File: src/rtl/stepper_linear_ramp_scheduler_unit_defines.svh
// ----------------------------------------------------------------------------
// Assertion macros for the stepper ramp scheduler.
// Each macro is empty when NO_ASSERTIONS is defined.
// ----------------------------------------------------------------------------
`ifndef STEPPER_LINEAR_RAMP_SCHEDULER_UNIT_DEFINES_SVH
`define STEPPER_LINEAR_RAMP_SCHEDULER_UNIT_DEFINES_SVH
`ifndef NO_ASSERTIONS
`define SLRS_ASSERT_IMP(lbl, clk, rstn, a, c) \
    lbl: assert property (@(posedge clk) disable iff (!rstn) (a) |-> (c)) \
        else $error("slrs check failed");
`define SLRS_ASSERT_NXT(lbl, clk, rstn, a, c) \
    lbl: assert property (@(posedge clk) disable iff (!rstn) (a) |=> (c)) \
        else $error("slrs check failed");
`else
`define SLRS_ASSERT_IMP(lbl, clk, rstn, a, c)
`define SLRS_ASSERT_NXT(lbl, clk, rstn, a, c)
`endif
`endif

File: src/rtl/slrs_pkg.sv
// ----------------------------------------------------------------------------
// slrs_pkg
// Shared constants and types of the stepper ramp scheduler.
// ----------------------------------------------------------------------------
`timescale 1ns / 1ps
package slrs_pkg;
    localparam logic [15:0] IDLE_INTERVAL = 16'd65500;
    localparam logic [16:0] NO_MIN        = 17'h1FFFF;
    localparam logic [23:0] MASK24        = 24'hFFFFFF;
    localparam logic [15:0] START_RESET   = 16'd5000;
    localparam logic [15:0] MIN_RESET     = 16'd1;
    localparam logic        REQ_START     = 1'b0;
    localparam logic        REQ_EXPIRY    = 1'b1;
    localparam logic        REG_START     = 1'b0;
    localparam logic        REG_MIN       = 1'b1;

    // Request to the shared divider.
    typedef struct packed {
        logic        start;
        logic [63:0] dividend;
        logic [31:0] divisor;
    } div_req_t;

    typedef struct packed {
        logic        busy;
        logic        done;
        logic [63:0] quotient;
    } div_rsp_t;
endpackage

File: src/rtl/slrs_divider.sv
// ----------------------------------------------------------------------------
// slrs_divider
// Restoring divider, one quotient bit a cycle, 64 by 32 bits.
// ----------------------------------------------------------------------------
`timescale 1ns / 1ps
`include "stepper_linear_ramp_scheduler_unit_defines.svh"
module slrs_divider (
    input  logic              aclk,
    input  logic              aresetn,
    input  slrs_pkg::div_req_t req,
    output slrs_pkg::div_rsp_t rsp
);
    logic [63:0] quo_reg, quo_next;
    logic [32:0] rem_reg, rem_next;
    logic [31:0] dvs_reg, dvs_next;
    logic [6:0]  cnt_reg, cnt_next;
    logic        busy_reg, busy_next;
    logic        done_reg, done_next;
    logic [32:0] trial;
    logic [32:0] sub;

    always_comb begin
        quo_next  = quo_reg;
        rem_next  = rem_reg;
        dvs_next  = dvs_reg;
        cnt_next  = cnt_reg;
        busy_next = busy_reg;
        done_next = 1'b0;
        trial     = {rem_reg[31:0], quo_reg[63]};
        sub       = trial - {1'b0, dvs_reg};
        if (req.start) begin
            quo_next  = req.dividend;
            rem_next  = '0;
            dvs_next  = req.divisor;
            cnt_next  = 7'd64;
            busy_next = 1'b1;
        end else if (busy_reg) begin
            if (!sub[32]) begin
                rem_next = sub;
                quo_next = {quo_reg[62:0], 1'b1};
            end else begin
                rem_next = trial;
                quo_next = {quo_reg[62:0], 1'b0};
            end
            cnt_next = cnt_reg - 7'd1;
            if (cnt_reg == 7'd1) begin
                busy_next = 1'b0;
                done_next = 1'b1;
            end
        end
    end

    always_ff @(posedge aclk) begin
        quo_reg <= quo_next;
        rem_reg <= rem_next;
        dvs_reg <= dvs_next;
        if (!aresetn) begin
            cnt_reg  <= '0;
            busy_reg <= 1'b0;
            done_reg <= 1'b0;
        end else begin
            cnt_reg  <= cnt_next;
            busy_reg <= busy_next;
            done_reg <= done_next;
        end
    end

    assign rsp.busy     = busy_reg;
    assign rsp.done     = done_reg;
    assign rsp.quotient = quo_reg;

    `SLRS_ASSERT_NXT(a_div_done_ends, aclk, aresetn, done_reg, !busy_reg)
    `SLRS_ASSERT_IMP(a_div_cnt_live, aclk, aresetn, busy_reg, cnt_reg != 7'd0)
    `SLRS_ASSERT_NXT(a_div_start, aclk, aresetn, req.start, busy_reg)
endmodule

File: src/rtl/stepper_linear_ramp_scheduler_unit.sv
// ----------------------------------------------------------------------------
// stepper_linear_ramp_scheduler_unit
// Linear acceleration ramp scheduler for several stepper motors.
// ----------------------------------------------------------------------------
// Channel   | Direction | Contents
// s_axis    | in        | req_type on tuser; motor and steps on tdata
// m_axis    | out       | step, done and active masks, direction, interval, position
// APB       | in/out    | start_interval (0x0), min_interval (0x4)
//
// A start word loads the motor, then makes two passes over the motors, one for
// the smallest remaining time and one for the due set, and then registers the
// result word. An expiry word, when any motor runs, first finds the elapsed
// time in one pass and then visits each motor: a motor that is not due is passed
// over, one whose interval holds is finished at once, and one in acceleration
// or deceleration waits for one pass of the shared divider, deceleration after
// a multiply. The same two scans and the output word follow. The input is not
// ready while a word is in work or while a result waits; reset clears all motor
// state.
// ----------------------------------------------------------------------------
`timescale 1ns / 1ps
`include "stepper_linear_ramp_scheduler_unit_defines.svh"
module stepper_linear_ramp_scheduler_unit #(
    parameter int MOTORS = 4
) (
    input  logic        aclk,
    input  logic        aresetn,
    input  logic        s_tvalid,
    output logic        s_tready,
    input  logic [31:0] s_tdata,   // [1:0] motor, [25:2] steps
    input  logic        s_tuser,   // [0] req_type
    output logic        m_tvalid,
    input  logic        m_tready,
    // [3:0] step_mask, [4] dir_valid, [5] dir_level, [21:6] next_interval,
    // [25:22] active_mask, [29:26] done_mask, [61:30] position
    output logic [63:0] m_tdata,
    input  logic        psel,
    input  logic        penable,
    input  logic        pwrite,
    input  logic [2:0]  paddr,
    input  logic [31:0] pwdata,
    output logic [31:0] prdata,
    output logic        pready
);
    localparam int MW = (MOTORS > 1) ? $clog2(MOTORS) : 1;

    localparam logic [3:0] ST_IDLE  = 4'd0;
    localparam logic [3:0] ST_START = 4'd1;
    localparam logic [3:0] ST_VISIT = 4'd2;
    localparam logic [3:0] ST_RAMP  = 4'd3;
    localparam logic [3:0] ST_MUL   = 4'd4;
    localparam logic [3:0] ST_DIVW  = 4'd5;
    localparam logic [3:0] ST_FIN   = 4'd6;
    localparam logic [3:0] ST_SCAN  = 4'd7;
    localparam logic [3:0] ST_SCAN2 = 4'd8;
    localparam logic [3:0] ST_OUT   = 4'd9;
    localparam logic [3:0] ST_MIN0  = 4'd10;
    localparam logic [3:0] ST_DIVS  = 4'd11;

    // Configuration.
    logic [15:0] start_iv_reg, min_iv_reg;
    logic        wr_en;
    assign pready = 1'b1;
    assign wr_en  = psel && penable && pwrite;
    always_ff @(posedge aclk) begin
        if (!aresetn) begin
            start_iv_reg <= slrs_pkg::START_RESET;
            min_iv_reg   <= slrs_pkg::MIN_RESET;
        end else if (wr_en && paddr[2] == slrs_pkg::REG_START && paddr[1:0] == 2'b00) begin
            start_iv_reg <= pwdata[15:0];
        end else if (wr_en && paddr[2] == slrs_pkg::REG_MIN && paddr[1:0] == 2'b00) begin
            min_iv_reg <= pwdata[15:0];
        end
    end
    always_comb begin
        prdata = '0;
        if (paddr == 3'd0) prdata = {16'd0, start_iv_reg};
        else if (paddr == 3'd4) prdata = {16'd0, min_iv_reg};
    end

    // Per-motor state.
    logic [31:0] ifx_reg [MOTORS];
    logic [15:0] tl_reg  [MOTORS];
    logic [23:0] ri_reg  [MOTORS];
    logic [23:0] sd_reg  [MOTORS];
    logic [23:0] st_reg  [MOTORS];
    logic [23:0] ru_reg  [MOTORS];
    logic [31:0] pos_reg [MOTORS];
    logic        neg_reg [MOTORS];
    logic [MOTORS-1:0] run_reg, due_reg;

    logic [3:0]  state_reg;
    logic [MW-1:0] idx_reg;
    logic [1:0]  mot_reg;
    logic [23:0] stp_reg;
    logic [16:0] mind_reg;
    logic [15:0] elap_reg;
    logic [3:0]  smask_reg, dmask_reg;
    logic        dv_reg, dl_reg;
    logic [63:0] d_reg;
    logic [33:0] fac_reg;
    logic        decel_reg;
    logic [63:0] out_reg;
    logic        outv_reg;

    slrs_pkg::div_req_t dreq;
    slrs_pkg::div_rsp_t drsp;
    slrs_divider u_div (.aclk(aclk), .aresetn(aresetn), .req(dreq), .rsp(drsp));

    logic        acc;
    logic        last_idx;
    logic        mot_ok;
    logic [23:0] mag;
    logic        sneg;
    logic [23:0] ri_inc;
    logic [25:0] n4;
    logic [63:0] dnew;
    logic [47:0] minfx;
    logic [23:0] thr;
    logic [15:0] tl_sat;
    logic [31:0] d32;
    logic [15:0] next_iv;

    assign acc      = s_tvalid && s_tready;
    assign s_tready = (state_reg == ST_IDLE) && !outv_reg;
    assign m_tvalid = outv_reg;
    assign m_tdata  = out_reg;
    assign last_idx = (32'(idx_reg) == MOTORS - 1);
    assign mot_ok   = (32'(mot_reg) < MOTORS);
    assign sneg     = stp_reg[23];
    assign mag      = sneg ? ((stp_reg == 24'h800000) ? 24'h800000 : (24'd0 - stp_reg))
                           : stp_reg;
    assign ri_inc   = (ri_reg[idx_reg] < slrs_pkg::MASK24) ? ri_reg[idx_reg] + 24'd1
                                                          : ri_reg[idx_reg];
    assign n4       = {ri_reg[idx_reg], 2'b00};
    assign minfx    = {min_iv_reg, 16'd0};
    assign thr      = (ru_reg[idx_reg] > st_reg[idx_reg]) ? 24'd0
                                                          : st_reg[idx_reg] - ru_reg[idx_reg];
    assign d32      = (dnew > 64'hFFFFFFFF) ? 32'hFFFFFFFF : dnew[31:0];
    assign tl_sat   = d32[31:16];
    assign next_iv  = (run_reg == '0) ? slrs_pkg::IDLE_INTERVAL : mind_reg[15:0];

    // Result of the division in the ramp step.
    always_comb begin
        if (decel_reg) dnew = drsp.quotient;
        else           dnew = d_reg - drsp.quotient;
    end

    always_comb begin
        dreq.start    = 1'b0;
        dreq.dividend = d_reg;
        dreq.divisor  = '0;
        if (state_reg == ST_RAMP && ru_reg[idx_reg] == 24'd0) begin
            dreq.start    = 1'b1;
            dreq.dividend = {31'd0, ifx_reg[idx_reg], 1'b0};
            dreq.divisor  = {6'd0, ri_inc, 2'b01};
        end else if (state_reg == ST_DIVS) begin
            dreq.start    = 1'b1;
            dreq.divisor  = {6'd0, n4} - 32'd1;
        end
    end

    always_ff @(posedge aclk) begin
        if (!aresetn) begin
            state_reg <= ST_IDLE;
            outv_reg  <= 1'b0;
            run_reg   <= '0;
            due_reg   <= '0;
            idx_reg   <= '0;
            for (int i = 0; i < MOTORS; i++) begin
                ifx_reg[i] <= '0; tl_reg[i] <= '0; ri_reg[i] <= '0; sd_reg[i] <= '0;
                st_reg[i]  <= '0; ru_reg[i] <= '0; pos_reg[i] <= '0; neg_reg[i] <= 1'b0;
            end
        end else begin
            if (outv_reg && m_tready) outv_reg <= 1'b0;
            case (state_reg)
                ST_IDLE: begin
                    if (acc) begin
                        mot_reg   <= s_tdata[1:0];
                        stp_reg   <= s_tdata[25:2];
                        smask_reg <= '0;
                        dmask_reg <= '0;
                        dv_reg    <= 1'b0;
                        dl_reg    <= 1'b0;
                        idx_reg   <= '0;
                        mind_reg  <= slrs_pkg::NO_MIN;
                        if (s_tuser == slrs_pkg::REQ_START) state_reg <= ST_START;
                        else if (run_reg != '0) state_reg <= ST_MIN0;
                        else state_reg <= ST_SCAN;
                    end
                end
                ST_START: begin
                    if (mot_ok) begin
                        dv_reg <= 1'b1;
                        dl_reg <= sneg;
                        neg_reg[mot_reg[MW-1:0]] <= sneg || (stp_reg == 24'd0);
                        st_reg[mot_reg[MW-1:0]]  <= mag;
                        ifx_reg[mot_reg[MW-1:0]] <= {start_iv_reg, 16'd0};
                        tl_reg[mot_reg[MW-1:0]]  <= start_iv_reg;
                        sd_reg[mot_reg[MW-1:0]]  <= '0;
                        ri_reg[mot_reg[MW-1:0]]  <= '0;
                        ru_reg[mot_reg[MW-1:0]]  <= '0;
                        if (mag == 24'd0) begin
                            run_reg[mot_reg[MW-1:0]]   <= 1'b0;
                            dmask_reg[mot_reg[MW-1:0]] <= 1'b1;
                        end else begin
                            run_reg[mot_reg[MW-1:0]] <= 1'b1;
                        end
                    end
                    state_reg <= ST_SCAN;
                end
                ST_MIN0: begin
                    // Elapsed time is the smallest remaining time, one motor a cycle.
                    if (run_reg[idx_reg] && {1'b0, tl_reg[idx_reg]} < mind_reg)
                        mind_reg <= {1'b0, tl_reg[idx_reg]};
                    if (last_idx) begin
                        idx_reg   <= '0;
                        state_reg <= ST_VISIT;
                    end else begin
                        idx_reg <= idx_reg + 1'b1;
                    end
                    elap_reg <= (run_reg[idx_reg] && {1'b0, tl_reg[idx_reg]} < mind_reg)
                                ? tl_reg[idx_reg] : mind_reg[15:0];
                end
                ST_VISIT: begin
                    if (run_reg[idx_reg] && !due_reg[idx_reg]) begin
                        tl_reg[idx_reg] <= (tl_reg[idx_reg] > elap_reg)
                                           ? tl_reg[idx_reg] - elap_reg : 16'd0;
                    end
                    if (run_reg[idx_reg] && due_reg[idx_reg]) begin
                        if (sd_reg[idx_reg] < st_reg[idx_reg]) begin
                            smask_reg[idx_reg] <= 1'b1;
                            sd_reg[idx_reg]    <= sd_reg[idx_reg] + 24'd1;
                            pos_reg[idx_reg]   <= pos_reg[idx_reg]
                                                  + (neg_reg[idx_reg] ? 32'hFFFFFFFF : 32'd1);
                            if (sd_reg[idx_reg] + 24'd1 >= st_reg[idx_reg]) begin
                                dmask_reg[idx_reg] <= 1'b1;
                                run_reg[idx_reg]   <= 1'b0;
                            end
                        end
                        state_reg <= ST_RAMP;
                    end else if (last_idx) begin
                        idx_reg   <= '0;
                        mind_reg  <= slrs_pkg::NO_MIN;
                        state_reg <= ST_SCAN;
                    end else begin
                        idx_reg <= idx_reg + 1'b1;
                    end
                end
                ST_RAMP: begin
                    if (ru_reg[idx_reg] == 24'd0) begin
                        d_reg <= {32'd0, ifx_reg[idx_reg]};
                        ri_reg[idx_reg] <= ri_inc;
                        decel_reg <= 1'b0;
                        state_reg <= ST_DIVW;
                    end else if (sd_reg[idx_reg] >= thr && ri_reg[idx_reg] != 24'd0) begin
                        d_reg     <= {32'd0, ifx_reg[idx_reg]};
                        decel_reg <= 1'b1;
                        fac_reg   <= {8'd0, n4} + 34'd1;
                        state_reg <= ST_MUL;
                    end else begin
                        tl_reg[idx_reg] <= ifx_reg[idx_reg][31:16];
                        state_reg <= ST_FIN;
                    end
                end
                ST_MUL: begin
                    // Interval times (4n+1); the divider starts on it in the next cycle.
                    d_reg     <= {32'd0, d_reg[31:0]} * {32'd0, fac_reg[31:0]};
                    state_reg <= ST_DIVS;
                end
                ST_DIVS: begin
                    state_reg <= ST_DIVW;
                end
                ST_DIVW: begin
                    if (drsp.done) begin
                        if (!decel_reg) begin
                            if (dnew <= {16'd0, minfx}) begin
                                ifx_reg[idx_reg] <= {min_iv_reg, 16'd0};
                                tl_reg[idx_reg]  <= min_iv_reg;
                            end else begin
                                ifx_reg[idx_reg] <= dnew[31:0];
                                tl_reg[idx_reg]  <= dnew[31:16];
                            end
                            // The ramp ends at the cruise limit or at half the move.
                            if (dnew <= {16'd0, minfx}
                                || sd_reg[idx_reg] >= {1'b0, st_reg[idx_reg][23:1]})
                                ru_reg[idx_reg] <= sd_reg[idx_reg];
                        end else begin
                            ifx_reg[idx_reg] <= d32;
                            tl_reg[idx_reg]  <= tl_sat;
                            ri_reg[idx_reg]  <= ri_reg[idx_reg] - 24'd1;
                        end
                        state_reg <= ST_FIN;
                    end
                end
                ST_FIN: begin
                    if (last_idx) begin
                        idx_reg   <= '0;
                        mind_reg  <= slrs_pkg::NO_MIN;
                        state_reg <= ST_SCAN;
                    end else begin
                        idx_reg   <= idx_reg + 1'b1;
                        state_reg <= ST_VISIT;
                    end
                end
                ST_SCAN: begin
                    if (run_reg[idx_reg] && {1'b0, tl_reg[idx_reg]} < mind_reg)
                        mind_reg <= {1'b0, tl_reg[idx_reg]};
                    if (last_idx) begin
                        idx_reg   <= '0;
                        state_reg <= ST_SCAN2;
                    end else begin
                        idx_reg <= idx_reg + 1'b1;
                    end
                end
                ST_SCAN2: begin
                    due_reg[idx_reg] <= run_reg[idx_reg]
                                        && ({1'b0, tl_reg[idx_reg]} == mind_reg);
                    if (last_idx) begin
                        idx_reg   <= '0;
                        state_reg <= ST_OUT;
                    end else begin
                        idx_reg <= idx_reg + 1'b1;
                    end
                end
                ST_OUT: begin
                    out_reg <= {2'b00,
                                mot_ok ? pos_reg[mot_reg[MW-1:0]] : 32'd0,
                                dmask_reg, 4'(run_reg), next_iv, dl_reg, dv_reg, smask_reg};
                    outv_reg  <= 1'b1;
                    state_reg <= ST_IDLE;
                end
                default: state_reg <= ST_IDLE;
            endcase
        end
    end

    `SLRS_ASSERT_IMP(a_ready_idle, aclk, aresetn, s_tready, state_reg == ST_IDLE)
    `SLRS_ASSERT_IMP(a_no_in_while_out, aclk, aresetn, outv_reg, !s_tready)
    `SLRS_ASSERT_NXT(a_out_after, aclk, aresetn, state_reg == ST_OUT, outv_reg)
endmodule
File: config.mk
export PLATFORM = sky130hd
export DESIGN_NAME = stepper_linear_ramp_scheduler_unit
export DESIGN_NICKNAME = d
export VERILOG_FILES = /design/src/rtl/slrs_pkg.sv /design/src/rtl/slrs_divider.sv /design/src/rtl/stepper_linear_ramp_scheduler_unit.sv
export VERILOG_INCLUDE_DIRS = /design/src /design/src/rtl
export SDC_FILE = /design/constraint.sdc
export NUM_CORES = 2
export LEC_CHECK = 0
export BUFFER_PORTS_ARGS = -buffer_cell sky130_fd_sc_hd__clkbuf_2
export CELL_PAD_IN_SITES_DETAIL_PLACEMENT = 2
export CELL_PAD_IN_SITES_GLOBAL_PLACEMENT = 2
export CORE_UTILIZATION = 35
export DETAILED_ROUTE_END_ITERATION = 12
export GPL_ROUTABILITY_DRIVEN = 0
export PLACE_DENSITY = 0.73
export SKIP_LAST_GASP = 1
export SLEW_MARGIN = 30
export SYNTH_ARGS = -nofsm -noshare
export SYNTH_HDL_FRONTEND = slang
export SYNTH_SLANG_ARGS = --single-unit
File: constraint.sdc
create_clock -name aclk -period 9.42 [get_ports aclk]
set_input_delay 0 -clock aclk [delete_from_list [all_inputs] [get_ports aclk]]
set_output_delay 0 -clock aclk [all_outputs]
set_load 0.02 [all_outputs]
**After elaboration in Yosys (flattened, before gate mapping)**

Memories as Yosys holds them, arrays and structs flattened. A register that Yosys moved wholly into a read port is not among the register bits.
Cells that the tools add are included.

- Add/sub/neg operators: 13
- Multiply operators: 1
- Div/mod/pow operators: 0
- Magnitude comparators: 14
- Eq/ne operators: 29
- Shifts and indexed selects: 0
- Mux-type cells: 187
- Bitwise gates (word level): 21
- Reductions and logical operators: 72

Operators by type and width:

| kind | count |
|---|---|
| $mux W64 | 6 |
| $mux W24 | 12 |
| $mux W32 | 9 |
| $reduce_or A24 Y1 | 7 |
| $mux W16 | 9 |
| $pmux W64 S2 | 1 |
| $reduce_or A32 Y1 | 3 |
| $mux W4 | 20 |
| $mux W1 | 74 |
| $logic_not A24 Y1 | 3 |
| $mux W17 | 4 |
| $mux W2 | 34 |
| $pmux W17 S4 | 1 |
| $gt A64 B32 Y1 const B | 1 |
| $le A64 B32 Y1 | 1 |
| $sub A64 B64 Y64 | 1 |
| $mul A32 B27 Y59 | 1 |
| $mux W26 | 2 |
| $add A24 B1 Y24 const B | 2 |
| $ge A24 B24 Y1 | 2 |
| $pmux W4 S11 | 1 |
| $sub A33 B32 Y33 | 1 |
| $add A32 B32 Y32 | 1 |
| $reduce_or A16 Y1 | 2 |
| other kinds (63) | 139 |

- Register bits after elaboration: 402
- Latch bits: 0
- Memory bits (writable): 708
- Bits in read-only memories: 0
- Input bits: 75
- Output and inout port bits: 99
- Memories kept: 8

Memory list:

| memory | words | bits a word | read ports | clocked after memory_dff | write ports | RTL line | text |
|---|---|---|---|---|---|---|---|
| ifx_reg | 4 | 32 | 1 | 1 | 4 | stepper_linear_ramp_scheduler_unit.sv:81 | `logic [31:0] ifx_reg [MOTORS];` |
| pos_reg | 4 | 32 | 2 | 2 | 4 | stepper_linear_ramp_scheduler_unit.sv:87 | `logic [31:0] pos_reg [MOTORS];` |
| ri_reg | 4 | 24 | 1 | 1 | 4 | stepper_linear_ramp_scheduler_unit.sv:83 | `logic [23:0] ri_reg [MOTORS];` |
| ru_reg | 4 | 24 | 1 | 1 | 4 | stepper_linear_ramp_scheduler_unit.sv:86 | `logic [23:0] ru_reg [MOTORS];` |
| sd_reg | 4 | 24 | 1 | 1 | 4 | stepper_linear_ramp_scheduler_unit.sv:84 | `logic [23:0] sd_reg [MOTORS];` |
| st_reg | 4 | 24 | 1 | 1 | 4 | stepper_linear_ramp_scheduler_unit.sv:85 | `logic [23:0] st_reg [MOTORS];` |
| +2 memories | n/a | n/a | n/a | n/a | n/a | n/a |  |

**Depth between registers and ports, before layout**

- Word-level depth: 15
- Gate-level depth with buffers: 45
- Gate-level depth less buffers: 33

**Hierarchy**

A second synthesis with hierarchy kept.

- Cell total of the unflattened synthesis: 8573
- Area, all modules: 89089.2 sq um

By module, submodules not included:

| module | instances | cells each | area each (sq um) | sequential area each (sq um) |
|---|---|---|---|---|
| stepper_linear_ramp_scheduler_unit | 1 | 7931 | 81745.9 | 28667.5 |
| slrs_divider | 1 | 642 | 7343.3 | 3703.6 |

**Worst setup path after synthesis**

No wires, ideal clock.

- Path type: flip-flop to flip-flop
- Start point: reg with a tool-made name
- End point: mem tl_reg[3][0] (enable)
- Arrival time: 9870 ps
- Setup slack: -861 ps
- Stages on the path, launching flop included: 41
- Buffers on the path: 11
- Cells stage by stage: dfxtp_1 buf_2 buf_4 buf_4 buf_4 buf_2 buf_4 buf_2 buf_2 buf_1 mux4_2 inv_1 ha_1 fa_1 nor2b_1 o21ai_0 a21oi_1 o21a_1 [... 5 more ...] o311ai_0 and2_1 o21ai_0 nand2b_1 clkbuf_1 nand2_1 ha_1 a211oi_1 o21ai_0 o211ai_1 a21oi_1 or4_1 a21oi_1 o21ai_0 a31oi_1 buf_2 a211oi_2 o21ai_0

RTL lines:

| what | RTL line | text |
|---|---|---|
| to (decl) | stepper_linear_ramp_scheduler_unit.sv:82 | `logic [15:0] tl_reg [MOTORS];` |

**Worst setup path in the final report**

- Start point: reg d_reg[20]
- End point: reg d_reg[57] (data pin)

- Longest elaborated chain between the ends: 2

Ends and longest elaborated chain:

| what | RTL line | text |
|---|---|---|
| from (decl) | stepper_linear_ramp_scheduler_unit.sv:99 | `logic [63:0] d_reg;` |
| from (signal assigned) | stepper_linear_ramp_scheduler_unit.sv:251 | `d_reg <= {32'd0, ifx_reg[idx_reg]};` |
| from (signal assigned) | stepper_linear_ramp_scheduler_unit.sv:256 | `d_reg <= {32'd0, ifx_reg[idx_reg]};` |
| from (signal assigned) | stepper_linear_ramp_scheduler_unit.sv:267 | `d_reg <= {32'd0, d_reg[31:0]} * {32'd0, fac_reg[31:0]};` |
| $mul A32 B27 Y59 | stepper_linear_ramp_scheduler_unit.sv:267 |  |
| $pmux W64 S2 | stepper_linear_ramp_scheduler_unit.sv:175 | `case (state_reg)` |

Every way passes these cells.
A chain may end at the register's enable or synchronous reset.

==> flow_metrics.env <==
export IMPL_worst_pin_slew_ns=1.07
export IMPL_area_delta_synth_final_pct=12.0
export IMPL_htreeDepth=3
export IMPL_worstHoldEndpoint="min_iv_reg[0]"
export IMPL_core_region_area_sq_um=250000
export IMPL_drc=0
export IMPL_yosysSeqAreaShare_pct=36.5
export IMPL_setup_ws_ns=0.426
export IMPL_utilization_pct=39.6
export IMPL_layout_cells_non_filler=12200
export IMPL_netlist_instances=8567
export IMPL_finalSetupViolCount=0
export IMPL_synth_area_per_cell_sq_um=10.3
export IMPL_clockBufferDepth=3
export IMPL_path_clk_slew_ns=0.07
export IMPL_dr_total_vias=67400
export IMPL_num_rows=183
export IMPL_worst_path_max_fanout=18
export IMPL_period_needed_ns=8.99
export IMPL_rsz0062_at_grt="no"
export IMPL_seqCellArea_sq_um=32200
export IMPL_yosysTopAreaCell="edfxtp_1"
export IMPL_cts_inserted_buffers=117
export IMPL_place_inst=11900
export IMPL_drtIter0Drc=4547
export IMPL_synth_top_cell_area_share_pct=34.4
export IMPL_overflow=0
export IMPL_clk_latency_ns=0.79
export IMPL_max_clock_freq_mhz=111
export IMPL_r2r_end="d_reg[57]"
export IMPL_wirelength_microns=325000
export IMPL_antenna_found_initial=14
export IMPL_clock_root_buffer="clkbuf_16"
export IMPL_first_pass_iters=5
export IMPL_pin_count=174
export IMPL_min_path_cells=4
export IMPL_cap_viol_max_count=0
export IMPL_ys_top_cells_by_count="inv_1 (1,135), nand2_1 (1,073), edfxtp_1 (1,011)"
export IMPL_portBuffers=132
export IMPL_multi_input_area_sq_um=49900
export IMPL_setup_tns_ns=0
export IMPL_synth_area_leaders="edfxtp_1 (34%), fa_1 (16%), ha_1 (7.8%)"
export IMPL_die_h_microns=504
export IMPL_maxSlewHeadroom_pct=28.1
export IMPL_start_kind="flip-flop"
export IMPL_synth_area_sq_um=88200
export IMPL_die_w_microns=504
export IMPL_yosysWarnings=0
export IMPL_nets=10100
export IMPL_synth_most_common_cell="inv_1"
export IMPL_cts_tree="done"
export IMPL_cp_end_kind="flip-flop"
export IMPL_r2r_slack_ns=0.43
export IMPL_status="complete, no violations"
export IMPL_final_max_slew_viol_count=0
export IMPL_grt_pass1_vias=76600
export IMPL_layout_drive_gt1_share_pct=11.1
export IMPL_initial_core_util_pct=35.3
export IMPL_rr_worst_depth=26
export IMPL_arrival_ns=9.45
export IMPL_pre_cts_ws_ns=0.213
export IMPL_critPathKind="reg -> reg"
export IMPL_routedWlPerCell_microns=26.6
export IMPL_cts_sinks=1104
export IMPL_grt_pass1_wl_microns=493000
export IMPL_ys_flop_type="edfxtp_1"
export IMPL_ys_ff_latch=1104
export IMPL_period_share_pct=95.5
export IMPL_ys_async_sr_fraction_pct=0
export IMPL_ant_nets=0
export IMPL_fillerInstances=26500
export IMPL_grt_max_degree=86
export IMPL_synth_edff_count=1011
export IMPL_grt_use_total_pct=25.4
export IMPL_dpl_hpwl_microns=239000
export IMPL_r2r_start="d_reg[20]"
export IMPL_dieArea_sq_um=254000
export IMPL_hold_violations=0
export IMPL_skew_ns=0.0652
export IMPL_yosysUniqueCellTypes=122
export IMPL_via_per_inst=5.52
export IMPL_min_delay_start="pwdata[0]"
export IMPL_worstPathRequired_ns=9.88
export IMPL_hold_path_class="in -> reg"
-- routing by layer --
layer / vias up / global-route usage (%) / share of wire, %
met5: - / 0 / 0.0025
met4: 2 / 8.53 / 3.5
met3: 476 / 2.08 / 4.1
met2: 1637 / 44.5 / 50
met1: 35700 / 32.9 / 42
li1: 29500 / - / -
-- through the flow --
stage               hold slack, ns  instance area (sq um)
CTS                        0.00135                  98500
detailed placement           0.179                  93600
finish                      0.0920                  98800
global placement             0.178                  93500
global route                0.0863                  98800
floorplan                   0.0943                  88300
-- cell type report --
| cell class | instances | share of cell area, % |
|---|---|---|
| inverter | 1137 | 4.32 |
| multi-input combinational | 5885 | 50.5 |
| clock buffer | 138 | 3.09 |
| clock inverter | 83 | 0.886 |
| tap | 3330 | 4.22 |
| sequential | 1104 | 32.6 |
| antenna | 5 | 0.0127 |
| timing repair buffer | 528 | 4.34 |
-- timing repair --
action	CTS	global route
endpoints found under the hold margin	70	0
buffers inserted	0	22
resized for setup	0	3
setup endpoints to repair	0	56
hold buffers	96	0
-- worst max-delay path, stage by stage (launching register included) --
cell and delay, ns:
edfxtp_1 0.94, buf_12 0.26, and2_1 0.19, fa_1 0.44, fa_1 0.55, inv_1 0.06, fa_1 0.51, fa_1 0.44
fa_1 0.49, inv_1 0.05, fa_1 0.44, fa_1 0.42, ha_1 0.40, a21oi_1 0.26, o21bai_1 0.10, a21o_1 0.19
a21o_1 0.18, a21o_1 0.17, a21o_1 0.18, a2111oi_0 0.46, a21oi_1 0.29, a2111oi_0 0.74, o21ai_0 0.33, a21oi_1 0.21
o21bai_1 0.10, xnor2_1 0.17, nor2_1 0.05
-- logic make-up (layout without fill, tap and decap cells) --
| group | after synthesis | count (layout) | share of synthesized area [%] |
|---|---|---|---|
| compound gates | 1344 | 1344 | 10.0 |
| xor+xnor | 256 | 256 | 2.54 |
| fa+ha+maj | 1244 | 1244 | 23.5 |
| buf+inv | 1595 | 1886 | 7.21 |
| flops | 1104 | 1104 | 36.5 |
| mux | 240 | 240 | 5.70 |
| other cells | 2 | 24 | 0.00851 |
| simple gates | 2782 | 2782 | 14.4 |
-- cell usage in the layout (no fill, tap or decap), drive strengths merged, types with 49 or more instances in the layout --
| cell type | count |
|---|---|
| a21o | 131 |
| a21oi | 350 |
| and2 | 326 |
| buf | 301 |
| clkbuf | 269 |
| clkinv | 55 |
| dfxtp | 93 |
| dlygate4sd3 | 96 |
| edfxtp | 1011 |
| fa | 693 |
| ha | 551 |
| inv | 1142 |
| mux4 | 208 |
| nand2 | 1073 |
| nand2b | 49 |
| nand3 | 98 |
| nand4 | 78 |
| nor2 | 785 |
| nor3 | 97 |
| o21a | 62 |
| o21ai | 308 |
| o31ai | 63 |
| xnor2 | 133 |
| xor2 | 123 |
-- worst max-delay path by stage --
stage,startpoint,endpoint,cells past startpoint
after floorplan,flip-flop,tl_reg[0][0],42
after global placement,d_reg[5],d_reg[57],27
after detailed placement,flip-flop,tl_reg[0][7],34
after CTS,flip-flop,tl_reg[0][7],34
after global routing,d_reg[26],d_reg[57],26
final,d_reg[20],d_reg[57],26
Power is not shown: default switching activity piles up to over one toggle a cycle in this logic, so the estimate is an artifact.
